--- config.mk ---
export PLATFORM = sky130hd
export DESIGN_NAME = pmst_cell
export DESIGN_NICKNAME = d
export VERILOG_FILES = /design/src/rtl/pmst_pkg.sv /design/src/rtl/pmst_cell.sv
export SDC_FILE = /design/constraint.sdc
export NUM_CORES = 1
export LEC_CHECK = 0
export ABC_AREA = 1
export BUFFER_PORTS_ARGS = -buffer_cell sky130_fd_sc_hd__buf_2
export CAP_MARGIN = 40
export CORE_UTILIZATION = 30
export CTS_CLUSTER_SIZE = 8
export DETAILED_ROUTE_END_ITERATION = 12
export GPL_TIMING_DRIVEN = 0
export HOLD_SLACK_MARGIN = 0.02
export PLACE_DENSITY = 0.78
export SYNTH_ARGS = -nofsm -noshare
export SYNTH_HDL_FRONTEND = slang
export SYNTH_SLANG_ARGS = --single-unit
--- constraint.sdc ---
create_clock -name clk -period 0.8 [get_ports clk]
set_clock_uncertainty 0.1 [all_clocks]
set_input_delay 0.16 -clock clk [delete_from_list [all_inputs] [get_ports clk]]
set_output_delay 0.16 -clock clk [all_outputs]
set_load 0.03 [all_outputs]
--- src/rtl/pmst_pkg.sv ---
// shared types and constants for the prim spanning tree block
package pmst_pkg;

  // field widths of the beats
  localparam int unsigned OP_W   = 1;
  localparam int unsigned VTX_W  = 5;
  localparam int unsigned WGT_W  = 17;

  // weight that marks a missing edge
  localparam logic [WGT_W-1:0] NO_EDGE = 17'd100000;

  // input op codes
  localparam logic [OP_W-1:0] OP_WRITE = 1'b0;
  localparam logic [OP_W-1:0] OP_START = 1'b1;

  // configuration port
  localparam int unsigned CFG_AW = 3;
  localparam int unsigned CFG_DW = 32;
  localparam int unsigned NC_W   = 6;
  localparam logic [NC_W-1:0] NC_RESET = 6'd2;
  // register index bit of the word address
  localparam logic CFG_IDX_NODE_COUNT = 1'b0;

  // sequencer states
  typedef enum logic [1:0] {
    ST_IDLE,
    ST_WR2,
    ST_SWEEP,
    ST_EMIT
  } state_t;

endpackage

--- src/rtl/pmst_cell.sv ---
// one vertex cell: holds best cost and parent, relaxes and passes the min token on
module pmst_cell #(
  parameter int unsigned MAX_NODES = 32,
  parameter int unsigned IDX       = 0
) (
  input  logic                                 clk,
  input  logic                                 rst_n,
  input  logic [$clog2(MAX_NODES+1)-1:0]       n,
  input  logic                                 init,
  input  logic [$clog2(MAX_NODES)-1:0]         pick,
  input  logic [pmst_pkg::WGT_W-1:0]           w,
  input  logic                                 ti_valid,
  input  logic [pmst_pkg::WGT_W-1:0]           ti_cost,
  input  logic [$clog2(MAX_NODES)-1:0]         ti_vtx,
  input  logic [$clog2(MAX_NODES)-1:0]         ti_par,
  output logic                                 to_valid,
  output logic [pmst_pkg::WGT_W-1:0]           to_cost,
  output logic [$clog2(MAX_NODES)-1:0]         to_vtx,
  output logic [$clog2(MAX_NODES)-1:0]         to_par
);

  localparam int unsigned VW = $clog2(MAX_NODES);
  localparam int unsigned NW = $clog2(MAX_NODES + 1);
  localparam logic [VW-1:0] IDX_V = VW'(IDX);
  localparam logic [NW-1:0] IDX_N = NW'(IDX);

  logic [pmst_pkg::WGT_W-1:0] cost_r, cost_nxt;
  logic [VW-1:0]              par_r, par_nxt;
  logic                       to_valid_r;
  logic [pmst_pkg::WGT_W-1:0] to_cost_r, to_cost_nxt;
  logic [VW-1:0]              to_vtx_r, to_vtx_nxt;
  logic [VW-1:0]              to_par_r, to_par_nxt;

  logic                       active;
  logic [pmst_pkg::WGT_W-1:0] cur;
  logic [pmst_pkg::WGT_W-1:0] cand_cost;
  logic [VW-1:0]              cand_par;
  logic                       take;

  // relax against the new tree vertex, then compete for the running minimum
  always_comb begin
    active = (IDX != 0) && (IDX_N < n);
    cur    = (pick == IDX_V) ? '0 : cost_r;
    if (init) begin
      cand_cost = w;
      cand_par  = '0;
    end else if ((cur != '0) && (w < cur)) begin
      cand_cost = w;
      cand_par  = pick;
    end else begin
      cand_cost = cur;
      cand_par  = par_r;
    end
    take = active && (cand_cost != '0) && (cand_cost < ti_cost);

    to_cost_nxt = take ? cand_cost : ti_cost;
    to_vtx_nxt  = take ? IDX_V     : ti_vtx;
    to_par_nxt  = take ? cand_par  : ti_par;

    cost_nxt = (ti_valid && active) ? cand_cost : cost_r;
    par_nxt  = (ti_valid && active) ? cand_par  : par_r;
  end

  // token valid to the neighbor
  always_ff @(posedge clk) begin
    if (!rst_n) begin
      to_valid_r <= 1'b0;
    end else begin
      to_valid_r <= ti_valid;
    end
  end

  // vertex state and token payload
  always_ff @(posedge clk) begin
    cost_r <= cost_nxt;
    par_r  <= par_nxt;
    if (ti_valid) begin
      to_cost_r <= to_cost_nxt;
      to_vtx_r  <= to_vtx_nxt;
      to_par_r  <= to_par_nxt;
    end
  end

  assign to_valid = to_valid_r;
  assign to_cost  = to_cost_r;
  assign to_vtx   = to_vtx_r;
  assign to_par   = to_par_r;

endmodule

==> results of run 1 <==
[state kept, by name, indices dropped and copies added (netlist names)]
name / flops
to_vtx: 5
to_par: 5
to_valid: 1
to_cost: 17
[cells in the mapped netlist]
master	instances
inv_1	1
dfxtp_1	1
edfxtp_1	27
nand2_1	1
[cells by family after synthesis]
logic type	Yosys count	synth area share (%)
simple gates	1	0.447
buf+inv	1	0.447
flops	28	99.1
[final timing paths]
path              depth (start not counted)     endpoint
setup / recovery                          1    to_vtx[3]
hold / removal                            2  to_cost[13]
[power breakdown]
group	internal, mW	switching (mW)
combinational	0.338	0.325
sequential	1.74	0.0513
clock	0.195	0.367
total	2.27	0.743
[final cells by class]
| class | count | area, µm² | share of cell area [%] |
|---|---|---|---|
| multi-input cells | 1 | 3.75 | 0.228 |
| inverters | 1 | 3.75 | 0.228 |
| well taps | 30 | 37.5 | 2.28 |
| flip-flops and latches | 28 | 832 | 50.6 |
| repair buffers | 83 | 741 | 45.1 |
| clock buffers | 4 | 26.3 | 1.60 |
[stage by stage]
stage	worst slack [ns]	power [mW]	TNS, ns
floorplan	0.0444	2.03	0
global placement	-0.305	2.21	-8.37
detailed placement	-0.346	2.23	-9.52
CTS	-0.382	3.04	-9.87
global route	-0.418	3.16	-10.76
finish	-0.349	3.01	-9.56
[timing repair]
item	CTS	global route
resized for setup	57	4
endpoints found under the setup margin	28	34
hold endpoints to repair	28	7
hold buffers	21	7
[layer usage]
metal	part of all wire, %	GRT usage [%]	up-vias
met3	6.8	2.78	0
met2	62	25.1	33
met5	0	0	-
li1	-	-	289
met1	31	9.07	274
met4	0	5.13	0
==> impl_metrics.ini, run 1 <==
[job]
max_cap_violations = 0

[timing]
min_period_ns = 1.15
rsz0062_at_grt = yes
finalHoldViolCount = 0
finalCritPeriodShare_pct = 144
setup_viol = 49
worst_pin_slew_ns = 0.597
max_freq_mhz = 870
maxSlewViolCount = 0
timing.hold.ws_ns = 0.0856
relSlewSlack_pct = 60.2
layout_setup_ws_ns = -0.349

[die]
die_area_um2 = 3010
die_w_um = 54.9
core_area_um2 = 2570
rows = 18
initial_core_util_pct = 32.7
io_pins = 87
die_h_um = 54.9

[setup_path]
slowest_delay_ns = 0.42
critPathTopFamily = flip-flops
critical_path.startpoint = to_vtx[3]
worst-path-buf-inv = 1
cp.arrival_ns = 0.89
cp_slowest_cell = edfxtp_1
cp-end-kind = output port
crit_fanout = 1
worstPathRequired_ns = 0.54
worst-setup-path-type = reg -> out
cp_cell_sequence = buf_6
critPathLaunchType = register

[layout]
syn_to_final_growth_pct = 96.1
layout.nets = 177
fillers = 210
finish.utilization_pct = 64.0
final_common_cell = buf_6
layout_common_cells = buf_6 (28), buf_2 (27), edfxtp_1 (27)
n_antenna_cell = 0
finalNonFillerCells = 147
drive_gt1_share_pct = 50.4
finalInstanceArea_um2 = 1640

[clock_tree]
cts_post_setup_buffers_inserted = 0
htree_levels = 1
clock-sinks = 28
cts_buffers = 3
cts_max_path_buffers = 2
clockRootBuffer = clkbuf_4
clkTransAtPathRegs_ns = 0.13
cts_tree = yes

[drt]
drc = 0
viasPerCell = 4.05
ant_nets = 0
detail_route.wl_per_cell_um = 12.4
vias = 596
wirelength_um = 1820
detail_route.first_pass.iterations = 4
first_iter_violations = 6

[pwr]
ir_drop_mv = 1.27
power_density_nw_per_um2 = 1830
p_leak_nw = 0.726

[grt]
grt_max_degree = 29
grt_usage_pct = 11.6
grt-ovfl-total = 0
grt_pass1_vias = 553
antenna_found_initial = 0
grt_pass1_wl_um = 2240

[hold_path]
hold_path_startpoint = ti_cost[13]
hold_path_class = in -> reg

[synth]
synth_fp_nets = 89
synth_area_per_cell_um2 = 27.9
synth_area_um2 = 838
yosysTopAreaCell = edfxtp_1
yosysTopAreaCellShare_pct = 96.7
seq_area_frac_synth_pct = 99.1
ys_ff_latch = 28
yosys-top-cells-area = edfxtp_1 (97%), dfxtp_1 (2.4%), inv_1 (0.45%)
yosysWarningCount = 0
synth.distinct_cells = 4
syn_inst = 30

[place]
dpl-instance-area_um2 = 1160
dp_cells = 117
gp_congestion = 0.630
io_buffers = 57

[status]
violations = negative setup slack
status = finished with violations
Note: power is estimated with default switching activity, not from simulation.
==> inputs of run 2 (changes only) <==
Settings changed: BUFFER_PORTS_ARGS -buffer_cell sky130_fd_sc_hd__buf_2 to -buffer_cell sky130_fd_sc_hd__buf_4.
==> run 2 against run 1 <==
Effect of this change:
- the flow finishes with violations (negative hold slack, negative setup slack)
- die area unchanged
- hold slack got worse by 0.18 ns
- sequential power about the same
- cell count increased by 0.68%
==> impl_metrics.ini, run 2 (synthesis gave the netlist of run 1 again) <==
[status]
status = finished with violations
violations = negative hold slack, negative setup slack

[setup_path]
slowest_delay_ns = 0.42
cp_cell_sequence = buf_6
critical_path.startpoint = to_cost[10]
worst-path-buf-inv = 1
worstPathRequired_ns = 0.54
path_depth = 1
critPathCapture = to_cost[10]
cp_slowest_cell = edfxtp_1
cp.arrival_ns = 0.89
critPathLaunchType = register
cp-end-kind = output port
critPathTopFamily = flip-flops
worst-setup-path-type = reg -> out
crit_fanout = 1

[drt]
ant_nets = 0
detail_route.wl_per_cell_um = 12.3
wirelength_um = 1820
drc = 0
viasPerCell = 4.21
detail_route.first_pass.iterations = 2
vias = 623
first_iter_violations = 10

[pwr]
ir_drop_mv = 1.24
design_power_total_mw = 3.16
comb_power_share_pct = 22.2
p_int_mw = 2.39
p_clk_share_pct = 21.4
p_leak_nw = 0.725
power_switching_mw = 0.777
p_sw_share_pct = 24.6
power_density_nw_per_um2 = 1840
pwr-share-seq_pct = 56.4

[layout]
finish.utilization_pct = 66.9
fillers = 199
multi_input_area_um2 = 3.75
finalNonFillerCells = 148
n_antenna_cell = 0
syn_to_final_growth_pct = 105
layout_common_cells = buf_4 (29), buf_6 (28), dlygate4sd3_1 (27), edfxtp_1 (27), clkbuf_4 (3)
finalInstanceArea_um2 = 1720
final_common_cell = buf_4
largest_reg_flops = 17
register_area_um2 = 832
layout.nets = 178
drive_gt1_share_pct = 52.5

[clock_tree]
clkTransAtPathRegs_ns = 0.14
cts_tree = yes
clock-sinks = 28
clockRootBuffer = clkbuf_4
cts_buffers = 3
htree_levels = 1
cts_max_path_buffers = 2

[place]
dpl-instance-area_um2 = 1300
dp_cells = 117
place_ws_ns = -0.143
gp_congestion = 0.591
io_buffers = 57

[grt]
antenna_found_initial = 0
grt_max_degree = 29
grt-ovfl-total = 0
grt_pass1_vias = 536
grt_usage_pct = 11.0
grt_pass1_wl_um = 2210

[timing]
relSlewSlack_pct = 76.3
worst_pin_slew_ns = 0.356
finalCritPeriodShare_pct = 144
layout_setup_ws_ns = -0.353
min_period_ns = 1.15
timing.hold.ws_ns = -0.0900
setup-tns-final_ns = -9.99
setup_viol = 54
max_freq_mhz = 867
finalHoldViolCount = 1
maxSlewViolCount = 0
rsz0062_at_grt = yes

[die]
core_area_um2 = 2570
die_h_um = 54.9
initial_core_util_pct = 32.7
die_w_um = 54.9
io_pins = 87
rows = 18
die_area_um2 = 3010

[hold_path]
hold_path_class = in -> reg

[job]
max_cap_violations = 0
## run 2: cell type report
class                   count  share of cell area [%]
flip-flops and latches     28                    48.5
repair buffers             84                    46.8
well taps                  30                    2.19
clock buffers               4                    2.11
multi-input cells           1                   0.219
inverters                   1                   0.219
## run 2: power groups by stage
stage | registers, mW | logic, mW | clock network, mW
6_report | 1.78 | 0.704 | 0.676
5_1_grt | 1.80 | 0.737 | 0.756
4_1_cts | 1.79 | 0.606 | 0.705
3_5_place_dp | 1.80 | 0.537 | 0
3_3_place_gp | 1.79 | 0.527 | 0
2_1_floorplan | 2.03 | 0.00174 | 0
## run 2: worst min path at each step
| stage | from | end | slack [ns] | cells past startpoint |
|---|---|---|---|---|
| 6_report | ti_cost[10] | to_cost[10] | -0.09 | 1 |
| 5_1_grt | ti_cost[10] | to_cost[10] | -0.11 | 1 |
| 4_1_cts | ti_cost[0] | to_cost[0] | -0.11 | 1 |
| 3_5_place_dp | ti_cost[9] | to_cost[9] | 0.24 | 1 |
| 3_3_place_gp | ti_cost[6] | to_cost[6] | 0.24 | 1 |
| 2_1_floorplan | ti_valid | to_valid | 0.15 | 2 |
## run 2: repair_timing
item | CTS | global route
endpoints found under the hold margin | 28 | 27
setup endpoints to repair | 28 | 28
hold buffers | 1 | 26
resized for setup | 29 | 0
buffers inserted | 0 | 0
## run 2: per-layer routing
layer / wire length (µm) / GRT usage, %
met1: 652 / 10.1
met3: 147 / 3.61
met2: 1010 / 21.1
met4: 18 / 5.13
met5: 0 / 0
